### src/rtl/ile_pkg.sv
// ----------------------------------------------------------------------------
// ile_pkg
// Shared types and codes of the indexed list engine: command and status
// codes and the control flags broadcast down the chain of list cells.
// ----------------------------------------------------------------------------
package ile_pkg;

   // Field widths fixed by the interface
   localparam int unsigned WORD_W  = 32;
   localparam int unsigned INDEX_W = 7;
   localparam int unsigned CMD_W   = 4;
   localparam int unsigned STAT_W  = 2;

   // Command codes
   typedef enum logic [CMD_W-1:0] {
      CMD_APPEND   = 4'd0,
      CMD_GET      = 4'd1,
      CMD_SET      = 4'd2,
      CMD_POP_LAST = 4'd3,
      CMD_POP_AT   = 4'd4,
      CMD_CONTAINS = 4'd5,
      CMD_INSERT   = 4'd6,
      CMD_REMOVE   = 4'd7,
      CMD_SIZE     = 4'd8
   } cmd_type;

   // Status codes
   typedef enum logic [STAT_W-1:0] {
      ST_OK    = 2'd0,
      ST_RANGE = 2'd1,
      ST_EMPTY = 2'd2,
      ST_FULL  = 2'd3
   } status_type;

   // Update flags broadcast to every cell, already qualified by the checks
   typedef struct packed {
      logic append;
      logic set;
      logic insert;
      logic pop_at;
      logic remove;
   } cell_ctrl_type;

   // Found index reported when a remove finds no match (-1)
   localparam logic [INDEX_W-1:0] NOT_FOUND = '1;

endpackage

### src/rtl/ile_cell.sv
// ----------------------------------------------------------------------------
// ile_cell
// One list slot. Holds one word, compares it against the search word and
// passes the first-match flag on to the next cell. Loads, shifts up from
// its left neighbor or shifts down from its right neighbor as told.
// ----------------------------------------------------------------------------
module ile_cell
   import ile_pkg::*;
#(
   parameter int POS = 0,
   parameter int PW  = 7
) (
   input  logic                 clock,
   input  cell_ctrl_type        ctrl,
   input  logic [PW-1:0]        idx,
   input  logic [PW-1:0]        count,
   input  logic [WORD_W-1:0]    value,
   input  logic [WORD_W-1:0]    left_word,
   input  logic [WORD_W-1:0]    right_word,
   input  logic                 prefix_in,
   output logic                 prefix_out,
   output logic                 first,
   output logic [WORD_W-1:0]    word
);

   localparam logic [PW-1:0] POS_V = PW'(POS);

   logic [WORD_W-1:0] word_ff;
   logic [WORD_W-1:0] word_in;
   logic              live;
   logic              hit;

   // Match against the search word, only for slots in use
   assign live       = POS_V < count;
   assign hit        = live && (word_ff == value);
   assign prefix_out = prefix_in | hit;
   assign first      = hit & ~prefix_in;
   assign word       = word_ff;

   // Next word of the slot
   always_comb begin
      word_in = word_ff;
      if (ctrl.append && POS_V == count) begin
         word_in = value;
      end else if (ctrl.set && POS_V == idx) begin
         word_in = value;
      end else if (ctrl.insert) begin
         if (POS_V == idx) begin
            word_in = value;
         end else if (POS_V > idx) begin
            word_in = left_word;
         end
      end else if (ctrl.pop_at && POS_V >= idx) begin
         word_in = right_word;
      end else if (ctrl.remove && prefix_out) begin
         word_in = right_word;
      end
   end

   always_ff @(posedge clock) begin
      word_ff <= word_in;
   end

endmodule

### config.mk
export PLATFORM = sky130hd
export DESIGN_NAME = ile_cell
export DESIGN_NICKNAME = d
export VERILOG_FILES = /design/src/rtl/ile_pkg.sv /design/src/rtl/ile_cell.sv
export SDC_FILE = /design/constraint.sdc
export NUM_CORES = 1
export LEC_CHECK = 0
export ABC_AREA = 0
export ABC_CLOCK_PERIOD_IN_PS = 5450
export BUFFER_PORTS_ARGS = -buffer_cell sky130_fd_sc_hd__buf_2
export CAP_MARGIN = 15
export CORE_UTILIZATION = 40
export CTS_CLUSTER_DIAMETER = 200
export DETAILED_ROUTE_END_ITERATION = 7
export PLACE_DENSITY = 0.78
export SYNTH_ARGS = -nofsm -noshare
export SYNTH_HDL_FRONTEND = slang
export SYNTH_SLANG_ARGS = --single-unit
### constraint.sdc
create_clock -name clock -period 5.45 [get_ports clock]
set_input_delay 1.635 -clock clock [delete_from_list [all_inputs] [get_ports clock]]
set_output_delay 1.635 -clock clock [all_outputs]
set_load 0.02 [all_outputs]
# Yosys cells after proc, flatten, opt, wreduce, memory -nomap -nowiden
# Index checks and enable logic that the tools add are counted.
[word_totals]
inputBits = 117
out_inout_bits = 34
register_bits = 32
wordCells = 25
[classes]
n_eq_ne = 2
muxes = 7
n_bitwise = 3
n_reduce_logical = 9
order_cmp = 3
[op_table]
columns = ["cell", "n"]
rows = [
  ["2-to-1 mux 32 bit", 7],
  ["equality test 32 bit", 1],
  ["zero test 7 bit", 2],
  [">= comparator 1 x 7 -> 1 bit, first input constant", 1],
  ["greater-than comparator 1 x 7 -> 1 bit, first input constant", 1],
  ["less-than comparator 1 x 7 -> 1 bit, first input constant", 1],
  ["logical AND 1 bit", 5],
  ["!= test 5 x 1 -> 1 bit, second input constant", 1],
  ["nonzero test 5 bit", 1],
  ["AND reduction 2 bit", 1],
  ["AND 1 bit", 1],
  ["inverter 1 bit", 1],
  ["bitwise OR 1 bit", 1],
]

# Depth between registers and ports, before layout
# Gate-level depths: netlist of the first run.
[logic_depth]
word_depth = 9
depth_mapped = 7
depth_no_buf = 5

# Worst setup path before layout of the first run
# Ideal clock, no wire load.
[synth_timing]
kind = "in2out"
start = "in value[4]"
end = "out first"
n_path_buf = 0
t_arrival_ns = 2.582
path_slack_ns = 1.233
cell_stages = 5
required_time_ns = 3.815
cell_sequence = "xnor2_1 nand4_1 nor4_1 nand3_1 nor2_1"
[synth_via]
elab_chain_cells = 3
[synth_rtl]
columns = ["element", "line", "rtl"]
rows = [
  ["start, declared", "ile_cell.sv:17", "input logic [WORD_W-1:0] value,"],
  ["equality test 32 bit", "ile_cell.sv:35", "assign hit = live && (word_ff == value);"],
  ["logical AND 1 bit", "ile_cell.sv:35", ""],
  ["AND 1 bit", "ile_cell.sv:37", "assign first = hit & ~prefix_in;"],
  ["end, declared", "ile_cell.sv:22", "output logic first,"],
]
# No other way between the ends.

# Final worst setup path of the first run
[layout_timing]
start = "in value[3]"
end = "out first"
# The elaborated chain is that of the path after synthesis.

==> reports/results.txt, run 1 <==
Status: finished clean
Syn_nets: 333
Pwr Density: 232 nW/um2
Final nets: 481
Final slew viol count: 0
CTS tree: built
Worst path required time: 3.82 ns
Seq cells post-synth: 32
Seq. cell area: 961 um2
Cell Chain, Critical Path: buf_2, xnor2_1, nand4_1, nor3_1, nand3_1, nor2_1, buf_2
Worst slew pin tran: 0.667 ns
Placed insts: 427
Setup Viol. Count Final: 0
Root buffer cell: clkbuf_8
Largest net degree at the start of global routing: 34
Die height: 75.4 um
# Post-CTS Setup Buffers: 0
Initial antenna violation count: 0
Mapped Cells: 216
Total CTS buffers: 5
CTS clk-pin slew, worst paths: 0.07 ns
Post-Layout Inst Area: 3010 um2
WHS: 1.14 ns
Slowest stage delay, CP: 0.31 ns
EDFF count, synth: 32
Die width: 75.4 um
GRT Overall Usage: 22.4%
Htree depth: 2
Most used cell along the critical path: buf_2
Warnings from Yosys: 0
Via density: 5.16
Critical Path Start Type: input pin
Gpl congestion: 0.762
Num rows: 26
Avg Inst Size Synth: 9.99 um2
Total number of vias: 2245
Setup TNS: 0 ns
Max reg flops: 32
Port-buffer cells: 150
Share of cells above drive strength 1: 47.9%
Slew HR: 55.4%
Critical path peak fanout: 2
Maximum clock insertion buffer count: 2
CTS resizes: 0
Total Wirelength: 6530 um
CP endpoint kind: primary output
Max-Cap Viols: 0
Placed inst area: 2930 um2
Fmax: 0.220 GHz
Diodes inserted: 0
Cell area after technology mapping: 2160 um2
Synth unique cells: 29
Total power: 0.696 mW
# DRC: 0
Slowest-stage cell, CP: nor3_1
Total global routing overflow: 0
Fillers: 492
ANT nets after route: 0
Total count of hold-check failures in the final report: 0
Clock Skew: 0.00798 ns
Min-Delay Path Class: reg2reg
Non-Filler Instances: 435
Setup Crit Path Kind: in2out
RSZ-0062 raised after global routing: no
Initial DRC Count: 102
Static Leakage: 1.33 nW
WL/cell: 15.0 um
CTS Sinks: 32
CP Data Arrival Time: 2.90 ns
Post-synth ARST share: 0%
Ys flop type: edfxtp_1
Global-route wire length before repair: 9300 um
Clock network latency to the later pin of the worst-skew pair: 0.28 ns
VDD IR max: 0.156 mV
Vias in the first global route: 2009
Post-synthesis sequential area ratio: 44.5%
Final period util: 83.3%
Core Area: 5140 um2
Period minus WS final: 4.54 ns
Area of the multi-input gates: 1110 um2
Die area: 5690 um2
Synthesis-to-finish area growth: 39.3%
R2R Setup Slk: 3.30 ns
Initial core utilization: 42.0%
CTS Hold Buffers Added: 0
1st-pass router iterations: 4
Post-DP HPWL: 5070 um
Io pins: 151
[power by group]
| group | internal, mW | total [mW] | switching [mW] |
|---|---|---|---|
| combinational | 0.0885 | 0.206 | 0.117 |
| sequential | 0.302 | 0.317 | 0.0158 |
| clock | 0.0888 | 0.173 | 0.0843 |
[worst paths after layout]
path,cells past startpoint,to,startpoint
max,7,first,value[3]
min,6,word[15],word[17]
max reg2reg,6,word[17],word[5]
min reg2reg,6,word[15],word[17]
[cells in the mapped netlist, types with 2 or more instances]
library cell,number,area [um2]
o211ai_1,2,15.0
buf_2,5,25.0
a22oi_2,10,125
edfxtp_1,32,961
nor2_1,2,7.51
buf_6,3,33.8
nor4_1,2,12.5
a22oi_1,22,165
nand4_1,16,100
nand3_1,3,15.0
xnor2_1,32,280
nand2_1,68,255
nor3_1,3,15.0
[layout make-up]
| type | count | area share (%) |
|---|---|---|
| repair buffers | 152 | 25.5 |
| clock inverters | 1 | 0.125 |
| clock buffers | 7 | 2.54 |
| multi-input cells | 173 | 37.0 |
| well taps | 70 | 2.91 |
| flip-flops and latches | 32 | 32.0 |
[worst max-delay path: cells and delay by family]
family / cells / cell delay (ns)
AND/OR/NAND/NOR: 4 / 0.70
buffers and inverters: 2 / 0.28
XOR/XNOR: 1 / 0.28
[metal layers]
| layer | vias to the layer above | GRT usage [%] | wire (um) |
|---|---|---|---|
| met5 | - | 0 | 0 |
| li1 | 1095 | - | - |
| met2 | 96 | 41.1 | 3430 |
| met4 | 0 | 6.38 | 98 |
| met3 | 10 | 4.23 | 360 |
| met1 | 1044 | 26.6 | 2650 |
[metrics by stage]
stage	utilization, %	setup slack (ns)
after floorplan	-	1.23
after global placement	56.9	0.951
after detailed placement	56.9	0.949
after CTS	58.5	0.947
after global routing	58.5	0.794
final	58.5	0.911
[cells by family after synthesis]
group	after synthesis	synth area share (%)
AND/OR/NAND/NOR	102	22.6
AO/OA/AOI/OAI	39	16.0
XOR/XNOR	32	13.0
flip-flops	32	44.5
buffers and inverters	11	3.94
[cells in the final DEF, fill, tap and decap left out, types with 2 or more instances in the layout]
| cell type | instances |
|---|---|
| clkbuf_1 | 2 |
| buf_4 | 2 |
| clkbuf_8 | 5 |
| a22oi_2 | 10 |
| nor2_1 | 2 |
| xnor2_1 | 32 |
| buf_2 | 150 |
| a22oi_1 | 22 |
| nor3_1 | 3 |
| nor4_1 | 2 |
| nand4_1 | 16 |
| nand3_1 | 3 |
| edfxtp_1 | 32 |
| o211ai_1 | 2 |
| nand2_1 | 68 |
Power figures use the tool's default switching activity.
==> run 2: changes to the inputs <==
Settings changed: ABC_CLOCK_PERIOD_IN_PS 5450 to 4700.
Clock period 5.45 ns to 4.7 ns, I/O delays scaled along.
==> reports/results.txt, run 2 (same netlist as run 1, synthesis figures left out) <==
Status: finished clean
RSZ-0062 raised after global routing: no
Port-buffer cells: 150 (unchanged)
Largest net degree at the start of global routing: 34 (unchanged)
Maximum clock insertion buffer count: 2 (unchanged)
Top cell family by delay on the critical path: simple AND/OR/NAND/NOR gates
Via density: 5.17 (about the same)
Core Area: 5140 um2 (unchanged)
Sequential share of power: 42.5% (-3.1 points)
Clock Power Share: 29.8% (+4.9 points)
Critical Path Start Type: input pin
Period minus WS final: 4.10 ns
Net Sw Frac: 29.8% (-1.4 points)
Clock network latency to the later pin of the worst-skew pair: 0.28 ns (about the same)
Fmax: 0.244 GHz
Vias in the first global route: 2081 (+3.6%)
Final period util: 87.2%
Switching pwr: 0.257 mW (+18%)
Setup TNS: 0 ns (unchanged)
Total Wirelength: 6580 um (+0.73%)
Initial DRC Count: 129 (+26%)
CTS Hold Buffers Added: 0 (unchanged)
Setup Viol. Count Final: 0 (unchanged)
Slowest-stage cell, CP: nor4_1
Total count of hold-check failures in the final report: 0 (unchanged)
Share of cells above drive strength 1: 48.2% (+0.27 points)
Static Leakage: 1.35 nW (+1.0%)
# Post-CTS Setup Buffers: 0 (unchanged)
Setup Crit Path Kind: in2out
Die height: 75.4 um (unchanged)
Total CTS buffers: 5 (unchanged)
Reg-to-Reg Start: word[13]
Worst slew pin tran: 0.656 ns (-0.0110 ns)
Htree depth: 2 (unchanged)
CTS resizes: 0 (unchanged)
Slew HR: 56.2% (+0.73 points)
Fillers: 471 (-4.3%)
Max reg flops: 32 (unchanged)
Pwr Density: 285 nW/um2 (+23%)
CTS clk-pin slew, worst paths: 0.07 ns (about the same)
Die area: 5690 um2 (unchanged)
Worst Path Buf+Inv: 2 (unchanged)
Most frequent cells in the layout: buf_2 (150), nand2_1 (68), xnor2_1 (32), edfxtp_1 (32), a22oi_1 (22)
Gpl congestion: 0.769 (+1.0%)
Critical path peak fanout: 2 (unchanged)
Global-route wire length before repair: 9470 um (+1.8%)
CTS Sinks: 32 (unchanged)
Commonest non-fill, non-tap cell in the layout: buf_2
ANT nets after route: 0 (unchanged)
Place WS: 0.611 ns (-0.338 ns)
Initial antenna violation count: 0 (unchanged)
Final slew viol count: 0 (unchanged)
Cell Chain, Critical Path: buf_2, xnor2_1, nand4_1, nor4_1, nand3_1, nor2_1, buf_2
# DRC: 0 (unchanged)
1st-pass router iterations: 4 (unchanged)
Logic pwr share: 27.7% (-1.8 points)
CP Data Arrival Time: 2.69 ns (-0.21 ns)
CTS tree: built
CP endpoint kind: primary output
Clock Skew: 0.00552 ns (-0.00245 ns)
Most used cell along the critical path: buf_2
Hold Startpoint: word[17]
Total global routing overflow: 0 (unchanged)
GRT Overall Usage: 22.7% (+0.38 points)
Root buffer cell: clkbuf_8
VDD IR max: 0.192 mV (+23%)
Io pins: 151 (unchanged)
Diodes inserted: 0 (unchanged)
Max-Cap Viols: 0 (unchanged)
Int Pwr: 0.607 mW (+27%)
Slowest stage delay, CP: 0.33 ns (+0.02 ns)
Min-Delay Path Class: reg2reg
Synthesis-to-finish area growth: 40.5%
Num rows: 26 (unchanged)
Post-DP HPWL: 5130 um (+1.2%)
Worst path required time: 3.29 ns (-0.53 ns)
Die width: 75.4 um (unchanged)
Initial core utilization: 42.0% (unchanged)
Final nets: 481 (unchanged)
WL/cell: 15.1 um (+0.73%)
Final worst setup slack: 0.599 ns (-0.312 ns)
Worst setup startpoint: value[7]
Total number of vias: 2247 (+0.089%)
[run 2: changes by cell type in the layout (fill, tap and decap cells not counted)]
cell and delta:
bufinv_16 +1, clkinv_1 +1, clkbuf_1 -2
[run 2: path summary, 6_finish.rpt]
check / end / slack [ns] / cells past startpoint
worst min-delay path: word[0] / 1.17 / 6
worst max-delay path: first / 0.60 / 7
worst min register to register: word[0] / 1.17 / 6
worst max register to register: word[13] / 2.57 / 6
[run 2: cell type report]
| class | count | area (um2) | share of cell area (%) |
|---|---|---|---|
| multi-input cells | 173 | 1110 | 36.6 |
| flip-flops and latches | 32 | 961 | 31.7 |
| repair buffers | 152 | 766 | 25.3 |
| well taps | 70 | 87.6 | 2.89 |
| clock buffers | 5 | 68.8 | 2.27 |
| clock inverters | 3 | 37.5 | 1.24 |
[run 2: power by group through the flow]
stage / Combinational [mW] / Clock, mW / Sequential [mW]
after floorplan: 0.0982 / 0 / 0.408
after global placement: 0.237 / 0 / 0.372
after detailed placement: 0.239 / 0 / 0.374
after CTS: 0.241 / 0.264 / 0.368
after global routing: 0.260 / 0.278 / 0.371
final: 0.239 / 0.257 / 0.367
[run 2: per-layer routing]
layer	GRT usage [%]	up-vias	share of wire (%)
met2	43.0	97	53
met5	0	-	0
met3	5.03	8	5.5
met4	5.56	0	1.1
li1	-	1097	-
met1	25.9	1045	40
[run 2: through the flow]
stage | cells | total power, mW | hold slack (ns) | instance area (um2) | utilization (%)
5_1_grt | 435 | 0.908 | 1.27 | 3030 | 59.0
3_3_place_gp | 427 | 0.609 | 1.15 | 2930 | 56.9
3_5_place_dp | 427 | 0.613 | 1.17 | 2930 | 56.9
6_report | 435 | 0.864 | 1.17 | 3030 | 59.0
2_1_floorplan | 216 | 0.506 | 1.58 | 2160 | -
4_1_cts | 435 | 0.872 | 1.19 | 3030 | 59.0
[run 2: worst reg2reg max path: cells and delay by family, from the launching register on]
kind          cells  cell delay, ns
xor+xnor          1            0.32
buf+inv           1            0.39
flops             1            0.42
simple gates      4            0.65
==> run 3: changes to the inputs <==
Settings changed: BUFFER_PORTS_ARGS -buffer_cell sky130_fd_sc_hd__buf_2 to -buffer_cell sky130_fd_sc_hd__clkbuf_2, TNS_END_PERCENT set to 30.
==> reports/results.txt, run 3 (same netlist as run 1, synthesis figures left out) <==
Status: finished clean
Hold Path Depth: 6 (unchanged)
ANT nets after route: 0 (unchanged)
Pwr Density: 265 nW/um2 (-7.0%)
Total count of hold-check failures in the final report: 0 (unchanged)
Maximum clock insertion buffer count: 2 (unchanged)
Fmax: 0.247 GHz (+1.1%)
Switching pwr: 0.246 mW (-4.4%)
R2R Setup Slk: 2.53 ns (-0.04 ns)
Initial core utilization: 42.0% (unchanged)
Total global routing overflow: 0 (unchanged)
Gpl congestion: 0.769 (about the same)
Io pins: 151 (unchanged)
Final nets: 481 (unchanged)
Vias in the first global route: 2017 (-3.1%)
VDD IR max: 0.162 mV (-15%)
Most used cell along the critical path: clkbuf_2
Most frequent cells in the layout: clkbuf_2 (150), nand2_1 (68), xnor2_1 (32), edfxtp_1 (32), a22oi_1 (22)
Worst path required time: 3.29 ns (about the same)
Setup Viol. Count Final: 0 (unchanged)
Via density: 5.18 (+0.20%)
Max reg flops: 32 (unchanged)
Clock Skew: 0.00708 ns (+0.00156 ns)
Static Leakage: 1.36 nW (+1.2%)
Logic pwr share: 30.0% (+2.3 points)
Die area: 5690 um2 (unchanged)
Port-buffer cells: 150 (unchanged)
Setup Crit Path Kind: in2out
Worst Hold Path EP: word[0]
R2R Path End: word[19]
WL/cell: 14.8 um (-1.9%)
Top cell family by delay on the critical path: simple AND/OR/NAND/NOR gates
Commonest non-fill, non-tap cell in the layout: clkbuf_2
Cell Chain, Critical Path: clkbuf_2, xnor2_1, nand4_1, nor4_1, nand3_1, nor2_1, clkbuf_2
Max-Cap Viols: 0 (unchanged)
Place WS: 0.611 ns (+0.000761 ns)
Slew HR: 53.5% (-2.7 points)
Clock Power Share: 23.5% (-6.3 points)
Worst Path Buf+Inv: 2 (unchanged)
Largest net degree at the start of global routing: 34 (unchanged)
1st-pass router iterations: 4 (unchanged)
Total CTS buffers: 5 (unchanged)
Setup TNS: 0 ns (unchanged)
GRT Overall Usage: 22.6% (-0.16 points)
CP Data Arrival Time: 2.65 ns (-0.04 ns)
Hold Startpoint: word[20]
Share of cells above drive strength 1: 48.3% (+0.12 points)
Diodes inserted: 0 (unchanged)
Final worst setup slack: 0.645 ns (+0.0453 ns)
RSZ-0062 raised after global routing: no
CTS Sinks: 32 (unchanged)
Period minus WS final: 4.06 ns (-0.0453 ns)
Net Sw Frac: 31.0% (+1.2 points)
# DRC: 0 (unchanged)
Final period util: 86.3% (-0.96 points)
Initial antenna violation count: 0 (unchanged)
Die width: 75.4 um (unchanged)
WHS: 1.18 ns (+0.0114 ns)
Reg2reg path depth: 6 (unchanged)
Post-DP HPWL: 5100 um (-0.63%)
Critical path peak fanout: 2 (unchanged)
Worst slew pin tran: 0.696 ns (+0.0404 ns)
Synthesis-to-finish area growth: 38.8%
Root buffer cell: clkbuf_8
Post-Route Utilization: 58.3% (-0.73 points)
Sequential share of power: 46.4% (+3.9 points)
Reg-to-Reg Start: word[13]
Total Wirelength: 6410 um (-2.6%)
Critical Path Start Type: input pin
Clock network latency to the later pin of the worst-skew pair: 0.28 ns (about the same)
Slowest-stage cell, CP: xnor2_1
Global-route wire length before repair: 9340 um (-1.4%)
# Post-CTS Setup Buffers: 0 (unchanged)
Die height: 75.4 um (unchanged)
Int Pwr: 0.547 mW (-9.8%)
Final slew viol count: 0 (unchanged)
Initial DRC Count: 149 (+16%)
Num rows: 26 (unchanged)
CTS resizes: 0 (unchanged)
Total number of vias: 2236 (-0.49%)
CTS clk-pin slew, worst paths: 0.07 ns (about the same)
Min-Delay Path Class: reg2reg
Core Area: 5140 um2 (unchanged)
CTS tree: built
CTS Hold Buffers Added: 0 (unchanged)
CP endpoint kind: primary output
Total power: 0.793 mW (-8.2%)
Slowest stage delay, CP: 0.29 ns (-0.04 ns)
Htree depth: 2 (unchanged)
[run 3: metrics by stage]
step           instances  area [um2]
5_1_grt              432        2990
4_1_cts              432        2990
6_report             432        2990
3_5_place_dp         427        2930
3_3_place_gp         427        2930
2_1_floorplan        216        2160
[run 3: how the worst max path moves through the flow]
| stage | startpoint | end | slack [ns] | cells past startpoint |
|---|---|---|---|---|
| after global placement | value[6] | prefix_out | 0.65 | 7 |
| final | value[13] | first | 0.64 | 7 |
| after global routing | value[13] | first | 0.46 | 7 |
| after detailed placement | value[13] | first | 0.61 | 7 |
| after CTS | value[13] | first | 0.61 | 7 |
| after floorplan | value[4] | first | 0.93 | 5 |
[run 3: metal layers]
layer	vias to the layer above	GRT usage, %	part of all wire (%)
met5	-	0	0
met1	1037	27.0	40
met2	98	40.3	53
met3	9	5.69	6.2
met4	0	6.17	1.2
li1	1092	-	-
[run 3: cell type report]
type,count,area [um2]
fillers,469,2150
multi-input cells,173,1110
clock buffers,5,68.8
flip-flops and latches,32,961
well taps,70,87.6
repair buffers,152,766
[run 3: power by group through the flow]
stage          combinational, mW  sequential [mW]  clock, mW
4_1_cts                    0.240            0.368      0.191
2_1_floorplan             0.0982            0.408          0
3_5_place_dp               0.239            0.374          0
5_1_grt                    0.260            0.372      0.203
3_3_place_gp               0.237            0.373          0
6_report                   0.238            0.368      0.187
[run 3: worst register-to-register path, cell delays in order, from the launching register on]
cell	delay, ns
edfxtp_1	0.41
xnor2_1	0.29
nand4_1	0.13
nor4_1	0.35
nand4_1	0.14
nand2_1	0.09
buf_4	0.38
